--- src/hdl/duty_cycle_monitor_unit_assert.svh ---
// Assertion macros shared by the duty-cycle monitor modules.
`ifndef DUTY_CYCLE_MONITOR_UNIT_ASSERT_SVH
`define DUTY_CYCLE_MONITOR_UNIT_ASSERT_SVH

// The consequent must hold in the same cycle as the antecedent.
`define DCM_ASSERT_NOW(label, clk, rstn, ante, cons, msg) \
  label: assert property (@(posedge clk) disable iff (!rstn) (ante) |-> (cons)) \
    else $error(msg);

// The consequent must hold in the cycle after the antecedent.
`define DCM_ASSERT_NEXT(label, clk, rstn, ante, cons, msg) \
  label: assert property (@(posedge clk) disable iff (!rstn) (ante) |=> (cons)) \
    else $error(msg);

`endif

--- src/hdl/dcm_pkg.sv ---
// Types and constants shared by the duty-cycle monitor modules.
package dcm_pkg;

  localparam int unsigned DutyW = 14;
  localparam logic [DutyW-1:0] DUTY_FULL = 14'd10000;

  localparam int unsigned CfgIdxW  = 2;
  localparam int unsigned CfgDataW = 16;

  localparam logic [15:0] DEBOUNCE_RST = 16'd300;
  localparam logic [7:0]  WALL_TICK_RST = 8'd16;
  localparam logic [7:0]  WHOLE_RST = 8'd16;
  localparam logic [9:0]  FRAC_RST = 10'd384;

  localparam logic [10:0] FRAC_ONE = 11'd1000;
  localparam logic [10:0] FRAC_TWO = 11'd2000;

  // Timer count times 8/125 by reciprocal: exact for every 8-bit count.
  localparam logic [13:0] TIMER_RECIP = 14'd8389;
  localparam int unsigned RecipShift = 20;
  localparam int unsigned TermW = 5;

  typedef enum logic [1:0] {
    KIND_WALL  = 2'd0,
    KIND_OVF   = 2'd1,
    KIND_PRESS = 2'd2
  } dcm_kind_e;

  typedef enum logic [CfgIdxW-1:0] {
    CFG_DEBOUNCE  = 2'd0,
    CFG_WALL_TICK = 2'd1,
    CFG_WHOLE     = 2'd2,
    CFG_FRAC      = 2'd3
  } dcm_cfg_idx_e;

  typedef enum logic [2:0] {
    ST_IDLE,
    ST_CHECK,
    ST_SNAP,
    ST_DECIDE,
    ST_RATIO,
    ST_FINISH
  } dcm_state_e;

  typedef enum logic [1:0] {
    PH_IDLE,
    PH_SHIFT,
    PH_ADD
  } dcm_phase_e;

  typedef struct packed {
    logic [15:0] debounce_ms;
    logic [7:0]  wall_tick_ms;
    logic [7:0]  whole_ms;
    logic [9:0]  frac_k;
  } dcm_cfg_t;

  typedef struct packed {
    logic start;
  } dcm_ratio_req_t;

  typedef struct packed {
    logic busy;
    logic done;
  } dcm_ratio_sts_t;

endpackage

--- src/hdl/dcm_regs.sv ---
// Configuration register file of the duty-cycle monitor.
module dcm_regs import dcm_pkg::*; (
  input  logic                clk_i,
  input  logic                rst_ni,
  input  logic                cfg_valid_i,
  output logic                cfg_ready_o,
  input  logic [CfgIdxW-1:0]  cfg_index_i,
  input  logic [CfgDataW-1:0] cfg_data_i,
  output dcm_cfg_t            cfg_o
);

  dcm_cfg_t cfg_q, cfg_d;

  assign cfg_ready_o = 1'b1;
  assign cfg_o = cfg_q;

  always_comb begin
    cfg_d = cfg_q;
    if (cfg_valid_i) begin
      case (dcm_cfg_idx_e'(cfg_index_i))
        CFG_DEBOUNCE:  cfg_d.debounce_ms  = cfg_data_i;
        CFG_WALL_TICK: cfg_d.wall_tick_ms = cfg_data_i[7:0];
        CFG_WHOLE:     cfg_d.whole_ms     = cfg_data_i[7:0];
        CFG_FRAC:      cfg_d.frac_k       = cfg_data_i[9:0];
        default:       cfg_d = cfg_q;
      endcase
    end
  end

  always_ff @(posedge clk_i or negedge rst_ni) begin
    if (!rst_ni) begin
      cfg_q.debounce_ms  <= DEBOUNCE_RST;
      cfg_q.wall_tick_ms <= WALL_TICK_RST;
      cfg_q.whole_ms     <= WHOLE_RST;
      cfg_q.frac_k       <= FRAC_RST;
    end else begin
      cfg_q <= cfg_d;
    end
  end

endmodule

--- src/hdl/dcm_ratio.sv ---
// Iterative unit that works out active times 10000 over wall time, one step a cycle.
`include "duty_cycle_monitor_unit_assert.svh"

module dcm_ratio import dcm_pkg::*; #(
  parameter int unsigned W = 31
) (
  input  logic             clk_i,
  input  logic             rst_ni,
  input  dcm_ratio_req_t   req_i,
  input  logic [W-1:0]     a_i,
  input  logic [W-1:0]     w_i,
  output dcm_ratio_sts_t   sts_o,
  output logic [DutyW-1:0] q_o
);

  dcm_phase_e       phase_q, phase_d;
  logic [W:0]       rem_q, rem_d;
  logic [DutyW-1:0] q_q, q_d;
  logic [3:0]       bit_q, bit_d;
  logic             done_q, done_d;
  logic [W:0]       x;
  logic             ge;

  // The remainder stays below the divisor, so its top bit is always clear.
  assign x  = (phase_q == PH_ADD) ? rem_q + {1'b0, a_i} : {rem_q[W-1:0], 1'b0};
  assign ge = x >= {1'b0, w_i};

  always_comb begin
    phase_d = phase_q;
    rem_d   = rem_q;
    q_d     = q_q;
    bit_d   = bit_q;
    done_d  = 1'b0;
    case (phase_q)
      PH_IDLE: begin
        if (req_i.start) begin
          rem_d   = '0;
          q_d     = '0;
          bit_d   = 4'(DutyW - 1);
          phase_d = PH_SHIFT;
        end
      end
      PH_SHIFT: begin
        rem_d = ge ? x - {1'b0, w_i} : x;
        q_d   = {q_q[DutyW-2:0], ge};
        if (DUTY_FULL[bit_q]) begin
          phase_d = PH_ADD;
        end else if (bit_q == 4'd0) begin
          phase_d = PH_IDLE;
          done_d  = 1'b1;
        end else begin
          bit_d = bit_q - 4'd1;
        end
      end
      PH_ADD: begin
        rem_d = ge ? x - {1'b0, w_i} : x;
        q_d   = q_q + DutyW'(ge);
        if (bit_q == 4'd0) begin
          phase_d = PH_IDLE;
          done_d  = 1'b1;
        end else begin
          bit_d   = bit_q - 4'd1;
          phase_d = PH_SHIFT;
        end
      end
      default: phase_d = PH_IDLE;
    endcase
  end

  always_ff @(posedge clk_i or negedge rst_ni) begin
    if (!rst_ni) begin
      phase_q <= PH_IDLE;
      done_q  <= 1'b0;
      bit_q   <= '0;
    end else begin
      phase_q <= phase_d;
      done_q  <= done_d;
      bit_q   <= bit_d;
    end
  end

  always_ff @(posedge clk_i) begin
    rem_q <= rem_d;
    q_q   <= q_d;
  end

  assign sts_o.busy = phase_q != PH_IDLE;
  assign sts_o.done = done_q;
  assign q_o        = q_q;

  `DCM_ASSERT_NOW(a_no_restart, clk_i, rst_ni, req_i.start, phase_q == PH_IDLE, "ratio restarted while busy")
  `DCM_ASSERT_NOW(a_add_on_set_bit, clk_i, rst_ni, phase_q == PH_ADD, DUTY_FULL[bit_q], "add step on a clear scale bit")
  `DCM_ASSERT_NOW(a_quot_range, clk_i, rst_ni, done_q, q_q < DUTY_FULL, "ratio quotient out of range")

endmodule

--- src/hdl/duty_cycle_monitor_unit.sv ---
// Top level of the duty-cycle monitor: clocks, debounce, snapshots and duty result.
// A wall tick, timer overflow or unused kind is handled in idle. A press goes
// to check, back to idle if the debounce window rejects it, else via snap and
// decide to finish if wall time is zero or active time has reached it, else
// via the ratio state, where the compare-and-subtract unit forms the duty
// cycle, one remainder step per cycle over the fourteen quotient bits. The
// block stalls its input while a press is worked on; a finished result sits in
// the output register, and a new request is taken while it waits there.
`include "duty_cycle_monitor_unit_assert.svh"

module duty_cycle_monitor_unit import dcm_pkg::*; #(
  parameter int unsigned TIME_BITS = 31
) (
  input  logic                clk_i,
  input  logic                rst_ni,
  input  logic                in_valid_i,
  output logic                in_stall_o,
  input  logic [1:0]          kind_i,
  input  logic [7:0]          timer_count_i,
  output logic                out_valid_o,
  input  logic                out_stall_i,
  output logic [30:0]         boot_time_ms_o,
  output logic [30:0]         active_ms_o,
  output logic [DutyW-1:0]    duty_hundredths_o,
  input  logic                cfg_valid_i,
  output logic                cfg_ready_o,
  input  logic [CfgIdxW-1:0]  cfg_index_i,
  input  logic [CfgDataW-1:0] cfg_data_i
);

  dcm_cfg_t       cfg;
  dcm_state_e     state_q, state_d;
  dcm_ratio_req_t ratio_req;
  dcm_ratio_sts_t ratio_sts;
  logic [DutyW-1:0] ratio_q;

  logic [TIME_BITS-1:0] wall_q, wall_d;
  logic [TIME_BITS-1:0] act_whole_q, act_whole_d;
  logic [9:0]           act_frac_q, act_frac_d;
  logic [TIME_BITS-1:0] last_press_q, last_press_d;
  logic [TIME_BITS-1:0] last_act_q, last_act_d;
  logic [7:0]           count_q, count_d;
  logic [TermW-1:0]     term_q, term_d;
  logic [DutyW-1:0]     duty_q, duty_d;

  logic                 out_valid_q, out_valid_d;
  logic [30:0]          out_boot_q, out_act_q;
  logic [DutyW-1:0]     out_duty_q;
  logic                 load;

  logic                 in_accept;
  logic [10:0]          frac_sum;
  logic [10:0]          frac_sub;
  logic [1:0]           frac_carry;
  logic [TIME_BITS-1:0] interval;
  logic [24:0]          term_prod;
  logic [TIME_BITS+30:0] boot_ext, act_ext;

  dcm_regs u_regs (
    .clk_i       (clk_i),
    .rst_ni      (rst_ni),
    .cfg_valid_i (cfg_valid_i),
    .cfg_ready_o (cfg_ready_o),
    .cfg_index_i (cfg_index_i),
    .cfg_data_i  (cfg_data_i),
    .cfg_o       (cfg)
  );

  dcm_ratio #(
    .W (TIME_BITS)
  ) u_ratio (
    .clk_i  (clk_i),
    .rst_ni (rst_ni),
    .req_i  (ratio_req),
    .a_i    (last_act_q),
    .w_i    (last_press_q),
    .sts_o  (ratio_sts),
    .q_o    (ratio_q)
  );

  assign in_stall_o = state_q != ST_IDLE;
  assign in_accept  = in_valid_i && !in_stall_o;

  assign frac_sum = {1'b0, act_frac_q} + {1'b0, cfg.frac_k};
  always_comb begin
    if (frac_sum >= FRAC_TWO) begin
      frac_carry = 2'd2;
      frac_sub   = FRAC_TWO;
    end else if (frac_sum >= FRAC_ONE) begin
      frac_carry = 2'd1;
      frac_sub   = FRAC_ONE;
    end else begin
      frac_carry = 2'd0;
      frac_sub   = '0;
    end
  end

  assign interval  = wall_q - last_press_q;
  assign term_prod = 25'({count_q, 3'b000}) * 25'(TIMER_RECIP);

  assign load = (state_q == ST_FINISH) && (!out_valid_q || !out_stall_i);

  always_comb begin
    state_d         = state_q;
    wall_d          = wall_q;
    act_whole_d     = act_whole_q;
    act_frac_d      = act_frac_q;
    last_press_d    = last_press_q;
    last_act_d      = last_act_q;
    count_d         = count_q;
    term_d          = term_q;
    duty_d          = duty_q;
    ratio_req.start = 1'b0;
    case (state_q)
      ST_IDLE: begin
        if (in_accept) begin
          case (dcm_kind_e'(kind_i))
            KIND_WALL: wall_d = wall_q + TIME_BITS'(cfg.wall_tick_ms);
            KIND_OVF: begin
              act_whole_d = act_whole_q + TIME_BITS'(cfg.whole_ms)
                            + TIME_BITS'(frac_carry);
              act_frac_d  = 10'(frac_sum - frac_sub);
            end
            KIND_PRESS: begin
              count_d = timer_count_i;
              state_d = ST_CHECK;
            end
            default: state_d = ST_IDLE;
          endcase
        end
      end
      ST_CHECK: begin
        if (interval > TIME_BITS'(cfg.debounce_ms)) begin
          last_press_d = wall_q;
          term_d       = term_prod[RecipShift +: TermW];
          state_d      = ST_SNAP;
        end else begin
          state_d = ST_IDLE;
        end
      end
      ST_SNAP: begin
        last_act_d = act_whole_q + TIME_BITS'(term_q);
        state_d    = ST_DECIDE;
      end
      ST_DECIDE: begin
        if (last_press_q == '0) begin
          duty_d  = '0;
          state_d = ST_FINISH;
        end else if (last_act_q >= last_press_q) begin
          duty_d  = DUTY_FULL;
          state_d = ST_FINISH;
        end else begin
          ratio_req.start = 1'b1;
          state_d         = ST_RATIO;
        end
      end
      ST_RATIO: begin
        if (ratio_sts.done) begin
          duty_d  = ratio_q;
          state_d = ST_FINISH;
        end
      end
      ST_FINISH: begin
        if (load) begin
          state_d = ST_IDLE;
        end
      end
      default: state_d = ST_IDLE;
    endcase
  end

  assign boot_ext = {{31{1'b0}}, last_press_q};
  assign act_ext  = {{31{1'b0}}, last_act_q};

  always_comb begin
    if (load) begin
      out_valid_d = 1'b1;
    end else begin
      out_valid_d = out_valid_q && out_stall_i;
    end
  end

  always_ff @(posedge clk_i or negedge rst_ni) begin
    if (!rst_ni) begin
      state_q      <= ST_IDLE;
      out_valid_q  <= 1'b0;
      wall_q       <= '0;
      act_whole_q  <= '0;
      act_frac_q   <= '0;
      last_press_q <= '0;
      last_act_q   <= '0;
    end else begin
      state_q      <= state_d;
      out_valid_q  <= out_valid_d;
      wall_q       <= wall_d;
      act_whole_q  <= act_whole_d;
      act_frac_q   <= act_frac_d;
      last_press_q <= last_press_d;
      last_act_q   <= last_act_d;
    end
  end

  always_ff @(posedge clk_i) begin
    count_q <= count_d;
    term_q  <= term_d;
    duty_q  <= duty_d;
    if (load) begin
      out_boot_q <= boot_ext[30:0];
      out_act_q  <= act_ext[30:0];
      out_duty_q <= duty_q;
    end
  end

  assign out_valid_o       = out_valid_q;
  assign boot_time_ms_o    = out_boot_q;
  assign active_ms_o       = out_act_q;
  assign duty_hundredths_o = out_duty_q;

  `DCM_ASSERT_NOW(a_duty_range, clk_i, rst_ni, out_valid_q, out_duty_q <= DUTY_FULL, "duty result above full scale")
  `DCM_ASSERT_NOW(a_zero_wall, clk_i, rst_ni, load && (last_press_q == '0), duty_q == '0, "non-zero duty with zero wall time")
  `DCM_ASSERT_NOW(a_ratio_owned, clk_i, rst_ni, ratio_sts.busy, state_q == ST_RATIO, "ratio unit busy outside its state")
  `DCM_ASSERT_NEXT(a_frac_bound, clk_i, rst_ni, 1'b1, act_frac_q < FRAC_ONE[9:0], "active fraction reached one millisecond")

endmodule
--- config.mk ---
export PLATFORM = sky130hd
export DESIGN_NAME = duty_cycle_monitor_unit
export DESIGN_NICKNAME = d
export VERILOG_FILES = /design/src/hdl/dcm_pkg.sv /design/src/hdl/dcm_regs.sv /design/src/hdl/dcm_ratio.sv /design/src/hdl/duty_cycle_monitor_unit.sv
export VERILOG_INCLUDE_DIRS = /design/src /design/src/hdl
export SDC_FILE = /design/constraint.sdc
export NUM_CORES = 1
export LEC_CHECK = 0
export BUFFER_PORTS_ARGS = -buffer_cell sky130_fd_sc_hd__buf_2
export CAP_MARGIN = 15
export CORE_UTILIZATION = 30
export CTS_CLUSTER_SIZE = 8
export DETAILED_ROUTE_END_ITERATION = 7
export PLACE_DENSITY = 0.48
export SYNTH_ARGS = -nofsm -noshare
export SYNTH_HDL_FRONTEND = slang
export SYNTH_SLANG_ARGS = --single-unit
--- constraint.sdc ---
create_clock -name clk_i -period 5.7 [get_ports clk_i]
set_input_delay 0.285 -clock clk_i [delete_from_list [all_inputs] [get_ports clk_i]]
set_output_delay 0.285 -clock clk_i [all_outputs]
set_load 0.02 [all_outputs]
==> results of run 1 <==
worst register-to-register path: cells and delay by family, from the launching register on:
family          cells  cell delay, ns
flops               1            0.39
buf+inv             1            0.06
simple gates        8            1.56
xor+xnor            2            0.22
mux                 1            0.28
compound gates     13            2.37
fa+ha+maj           4            0.75
worst paths after layout:
kind | slack [ns] | cells after the start | end
max | -0.21 | 29 | u_ratio.q_o[11]
min | 0.19 | 4 | state_q[0]
max reg2reg | -0.21 | 29 | u_ratio.q_o[11]
min reg2reg | 0.42 | 0 | duty_hundredths_o[0]
max in group asynchronous | 4.30 | 3 | act_whole_q[9]
min in group asynchronous | 0.29 | 2 | last_press_q[26]
power by group:
group          total, W  switching (W)  internal (W)
Clock           0.00283        0.00115       0.00168
Sequential      0.00353       0.000406       0.00312
Combinational   0.00791        0.00430       0.00361
Total            0.0143        0.00586       0.00842
timing repair:
action / 4_1_cts / 5_1_grt
cloned: 0 / 3
setup endpoints to repair: 55 / 103
gates resized for setup: 13 / 37
endpoints found under the hold margin: 108 / 0
hold buffers: 26 / 0
buffers inserted: 3 / 6
pin swaps: 6 / 14
cell type report:
cell class / instances / area (um2) / area share, %
well taps: 959 / 1200 / 4.41
clock buffers: 86 / 1390 / 5.09
inverters: 149 / 559 / 2.06
multi-input cells: 1670 / 12600 / 46.2
clock inverters: 5 / 86.3 / 0.317
repair buffers: 309 / 2230 / 8.21
flip-flops and latches: 336 / 9170 / 33.7
cell usage in the layout (no fill, tap or decap), drive strengths merged, types with 10 or more instances in the layout:
cell / instances
nor4: 15
nand2: 206
or3: 14
a21oi: 128
nand3: 34
inv: 149
xor2: 74
a22oi: 11
dfrtp: 179
fa: 16
o21ai: 148
buf: 280
o21bai: 20
nor2b: 18
clkbuf: 89
o21a: 18
xnor2: 99
mux2i: 32
and2: 10
nor2: 147
ha: 236
and3: 40
dlygate4sd3: 26
edfxtp: 149
nand2b: 22
a211oi: 27
o31ai: 14
mux2: 76
a21o: 61
nand4: 39
nor3: 37
cells by family after synthesis:
group | count (synthesis) | synth area share (%)
xor gates and xnor gates | 173 | 6.80
and+or+nand+nor | 617 | 13.2
AOI/OAI and AO/OA | 519 | 15.1
adders and majority gates | 252 | 14.7
DFF | 336 | 41.1
buffers and inverters | 209 | 3.84
muxes | 108 | 5.27
other | 1 | 0.0168
metal layers:
layer | vias up | share of wire, % | GRT usage, % | wire [um]
met5 | - | 0 | 0 | 0
met4 | 0 | 2.8 | 5.56 | 1810
met3 | 98 | 4.8 | 2.61 | 3070
met1 | 8484 | 47 | 22.7 | 30000
li1 | 8628 | - | - | -
met2 | 383 | 46 | 27.5 | 29300
through the flow:
stage	setup WS (ns)	cells	setup TNS, ns	util (%)
after detailed placement	-0.600	3385	-14.06	34.4
after global placement	-0.607	3385	-13.57	34.4
final	-0.206	3514	-1.33	37.2
after CTS	-0.338	3505	-2.80	36.8
after floorplan	-0.0278	2215	-0.0278	-
after global routing	-0.500	3514	-6.77	37.2
sequential cells by signal, summed over array words and instances (netlist names):
register,count
state_q,3
u_ratio.rem_q,32
duty_hundredths_o,14
duty_q,14
u_regs.cfg_o,42
term_q,5
wall_q,31
act_whole_q,31
u_ratio.phase_q,2
active_ms_o,31
boot_time_ms_o,31
u_ratio.done_q,1
u_ratio.bit_q,4
last_act_q,31
last_press_q,31
act_frac_q,10
u_ratio.q_o,14
count_q,8
out_valid_o,1
==> impl_results.md, run 1 <==
* CP Launch Type: register
* Antenna Nets Post-Route at 0
* Final Hold Vio Count at 0
* Worst EP required at about 6.0 ns
* Gpl congestion at about 0.9
* Setup violators final at 10
* Max Cap Viol at 0
* Iter 0 DRT Violations at 1135
* Die area at 75400 um2
* Syn nets at 2500
* CTS tree: yes
* CP most frequent cell: a21o_1
* Worst Setup SP: u_ratio.rem_q[0]
* Largest area contributor in the netlist: dfrtp_1
* Yosys warnings at 0
* Routed WL at 64200 um
* CP max stage cell: or4b_4
* Initial antenna violation count at 2
* Starting Density at a little under a third
* Die X at about 270 um
* Die height at ~270 um
* Slew at the pin closest to its max-slew limit at 1.09 ns
* Gr usage total at 16.8%
* DR vias/cell at 5.01
* CP bufs+invs at 1
* Grt ovf at 0
* Clock root buffer: clkbuf_16
* Rows at 99
* Fillcell total at 7254
* Cell count after synthesis at 2215
* Crit path max-delay family: compound AO/OA/AOI/OAI gates
* Tmin final at 5.91 ns
* Fin Hold WS at around 0.19 ns
* Total vias in the final route at 17600
* Highest attainable clock frequency at 0.169 GHz
* Clk sinks at 336
* Area grow syn2layout at 22.0%
* Flops & latches, synth at 336
* Most numerous cell in the Yosys netlist: ha_1
* Port Buf Inserts at 110
* P per Cell Area at 525 nW/um2
* Synth top cells by count: 236 x ha_1, 206 x nand2_1, 179 x dfrtp_1
* Area of the mapped netlist at 22300 um2
* Hold Crit Start: kind_i[1]
* WL/cell at 18.3 um
* DRC violations left at 10
* Peak VDD IR at slightly below 300 uV
* Setup crit end kind: register
* Total Nets Final at 2800
* Inserted Diodes at 0
* Clock buffer depth at 3
* Yosys cell types at 86
* Worst-skew pair later-pin latency at roughly 0.6 ns
* First-pass GRT wire length at roughly 99000 um
* Vias in the first global route at ~18000
* Slew margin rel. at 25.9%
* Pins Over Slew Limit at 0
* Core Region at 73200 um2
* Slowest stage delay, CP at between 0.4 and 0.5 ns
* Status: finished, violations left
* Top Ports at about 110
* P_leak at 12.3 nW
* Cell Area, Placed at 25200 um2
* Failing checks: DRC, setup timing
* Drt first pass iters at 8
* Final HPWL DP at 48500 um
* Number of enable flip-flop cells after synthesis at 149
* Post-synthesis sequential area ratio at approximately two fifths
* Share of cells above drive strength 1 at 19.2%
* Worst r2r src: u_ratio.rem_q[0]
* H-tree depth at 2
* Fin area at 27200 um2
* RSZ-0062 raised after global routing: yes
* Num CTS Buffers at 49
* Min-Delay Path Class: in -> reg
* Largest net degree at the start of global routing at between 100 and 150
* Clock Skew at 0.0338 ns
* Post-synth ARST share at 55.7%
* Top cells by area, synth: dfrtp_1 20%, edfxtp_1 20%, ha_1 13%, xnor2_1 3.9%, nand2_1 3.5%
* Crit path max fanout at 4
* Top FF cell, synth: dfrtp_1
* Yosys top cell area share at 20.1%
* Tot Pwr at 0.0143 W
* Avg Cell Area, Syn at 10.1 um2
* Post-route clock period utilization at 104%
* CP Class: reg -> reg
* Critical Path AT at 6.22 ns
* Final Worst Setup Slack at -0.206 ns
* Worst-path clk slew at roughly 0.060 ns
No activity file was read; power rests on OpenSTA's default activity.
==> run 2, diff against run 1 <==
CORE_UTILIZATION = 50   (was 30)
PLACE_DENSITY = 0.72   (was 0.48)
==> impl_results.md, run 2 (synthesis gave the netlist of run 1 again) <==
* Failing checks: setup timing
* P per Cell Area at 534 nW/um2 (+1.8%)
* Slew margin rel. at 39.9% (+14 points)
* Clock buffer depth at 3 (unchanged)
* Iter 0 DRT Violations at 1294 (+14%)
* Slew at the pin closest to its max-slew limit at 0.901 ns (-0.187 ns)
* Inserted Diodes at 0 (unchanged)
* CP max stage cell: or4b_4
* Cell Area, Placed at 24400 um2 (-3.2%)
* Die height at 213 um (-22%)
* Clk sinks at 336 (unchanged)
* Pins Over Slew Limit at 0 (unchanged)
* Num CTS Buffers at 48 (-2.0%)
* Tmin final at 5.89 ns (-0.0168 ns)
* Worst EP required at 6.00 ns (about the same)
* Final Worst Setup Slack at -0.189 ns (+0.0168 ns)
* Largest net degree at the start of global routing at 85 (-27%)
* Total Nets Final at 2755 (-1.6%)
* Max Cap Viol at 0 (unchanged)
* First-pass GRT wire length at 94500 um (-4.1%)
* Vias in the first global route at 17600 (+0.61%)
* CP Class: reg -> reg
* Clock Skew at 0.0313 ns (-0.00245 ns)
* Dpl ws at -0.375 ns (+0.224 ns)
* Post-route clock period utilization at 103% (-0.29 points)
* P_leak at 12.1 nW (-2.1%)
* Total vias in the final route at 17900 (+1.8%)
* Worst hold endpoint: u_regs.cfg_o[0]
* DRC violations left at 0 (-10)
* RSZ-0062 raised after global routing: yes
* Core Region at 44100 um2 (-40%)
* CP Launch Type: register
* Final Hold Vio Count at 0 (unchanged)
* Hold Crit Start: cfg_data_i[0]
* Starting Density at 50.5% (+20 points)
* Leading cell type in the layout, fill and taps excluded: ha_1
* Antenna Nets Post-Route at 0 (unchanged)
* Worst-path clk slew at 0.06 ns (about the same)
* Final Core Density at 59.7% (+23 points)
* Crit path max fanout at 3 (-1)
* Worst Reg-to-Reg Cells at 29 (unchanged)
* Share of cells above drive strength 1 at 17.8% (-1.4 points)
* Worst hold stages at 2 (-2)
* Area grow syn2layout at 18.1%
* Highest attainable clock frequency at 0.170 GHz (+0.28%)
* Fillcell total at 3726 (-49%)
* CTS tree: yes
* Gpl congestion at 0.957 (+6.3%)
* Status: finished, violations left
* R2R Path End: u_ratio.q_o[11]
* Routed WL at 59200 um (-7.8%)
* Grt ovf at 0 (unchanged)
* Drt first pass iters at 6 (-2)
* Slowest stage delay, CP at 0.50 ns (about the same)
* Worst r2r src: u_ratio.rem_q[0]
* Worst-skew pair later-pin latency at 0.60 ns (about the same)
* WL/cell at 19.1 um (+4.6%)
* Die X at 213 um (-22%)
* Rows at 77 (-22%)
* CP most frequent cell: a21o_1
* DR vias/cell at 5.78 (+15%)
* Most frequent cells in the layout: 228 x ha_1, 204 x nand2_1, 179 x dfrtp_1
* Setup crit end kind: register
* Gr usage total at 26.6% (+9.8 points)
* Fin area at 26300 um2 (-3.2%)
* Max FFs per register at 42 (unchanged)
* Top Ports at 112 (unchanged)
* Initial antenna violation count at 0 (-2)
* Port Buf Inserts at 110 (unchanged)
* Setup violators final at 10 (unchanged)
* Peak VDD IR at 459 uV (+58%)
* H-tree depth at 2 (unchanged)
* Post-Route Setup TNS at -1.30 ns (+0.0257 ns)
* Critical Path AT at 6.19 ns (-0.03 ns)
* Die area at 45400 um2 (-40%)
* Min-Delay Path Class: in -> reg
* Final HPWL DP at 44000 um (-9.2%)
* Flop-to-flop setup slack at -0.19 ns (+0.02 ns)
* Clock root buffer: clkbuf_16
run 2: cell count changes in the layout (fill, tap and decap cells not counted), sizes merged:
| cell | delta |
|---|---|
| buf | -42 |
| bufinv | -1 |
| clkbuf | -3 |
| clkinv | -3 |
| dlygate4sd3 | -1 |
| inv | +2 |
run 2: layer usage:
layer | vias up | part of all wire, % | GRT usage, % | routed length, um
li1 | 8554 | - | - | -
met3 | 99 | 5.7 | 3.34 | 3360
met1 | 8656 | 44 | 35.2 | 25800
met4 | 0 | 3.2 | 9.53 | 1880
met5 | - | 0 | 0 | 0
met2 | 607 | 48 | 44.8 | 28200
run 2: what timing repair did:
action,CTS,global route
resized for setup,12,48
hold endpoints to repair,114,0
buffers inserted,6,2
setup endpoints to repair,21,85
gates cloned,0,1
hold buffers,25,0
pin swaps,3,23
run 2: power breakdown:
part | switching [W] | total [W] | internal, W
clock | 0.00108 | 0.00267 | 0.00159
combinational | 0.00430 | 0.00783 | 0.00353
sequential | 0.000432 | 0.00355 | 0.00312
run 2: worst max-delay path by stage:
stage | startpoint | endpoint | slack, ns | cells past startpoint
final | u_ratio.rem_q[0] | u_ratio.q_o[11] | -0.19 | 29
after CTS | u_ratio.rem_q[0] | u_ratio.q_o[11] | -0.23 | 29
after global routing | u_ratio.rem_q[0] | u_ratio.q_o[11] | -0.46 | 29
after floorplan | u_ratio.rem_q[0] | u_ratio.q_o[11] | -0.03 | 31
after detailed placement | u_ratio.rem_q[0] | u_ratio.q_o[11] | -0.38 | 29
after global placement | u_ratio.rem_q[0] | u_ratio.q_o[11] | -0.25 | 29
run 2: final cells by class:
type / instances / area (um2) / share of cell area (%)
Inverter: 149 / 559 / 2.12
Multi-Input combinational cell: 1670 / 12600 / 47.9
Timing Repair Buffer: 265 / 1870 / 7.09
Sequential cell: 336 / 9160 / 34.8
Clock inverter: 3 / 45.0 / 0.171
Clock buffer: 84 / 1350 / 5.11
Tap cell: 592 / 741 / 2.81
run 2: stage by stage:
stage	total power, W	hold slack [ns]	cells
4_1_cts	0.0137	0.0165	3093
6_report	0.0141	0.0422	3099
5_1_grt	0.0151	0.0384	3099
3_5_place_dp	0.0109	0.405	2975
2_1_floorplan	0.00883	-0.0106	2215
3_3_place_gp	0.0106	0.400	2975
run 2: critical path: cells and delay by family, from the launching register on:
| family | cells | cell delay (ns) |
|---|---|---|
| buffers and inverters | 1 | 0.06 |
| flip-flops | 1 | 0.40 |
| multiplexers | 1 | 0.28 |
| adder cells (fa/ha/maj) | 4 | 0.77 |
| AO/OA/AOI/OAI | 13 | 2.30 |
| XOR/XNOR | 2 | 0.22 |
| AND/OR/NAND/NOR | 8 | 1.54 |
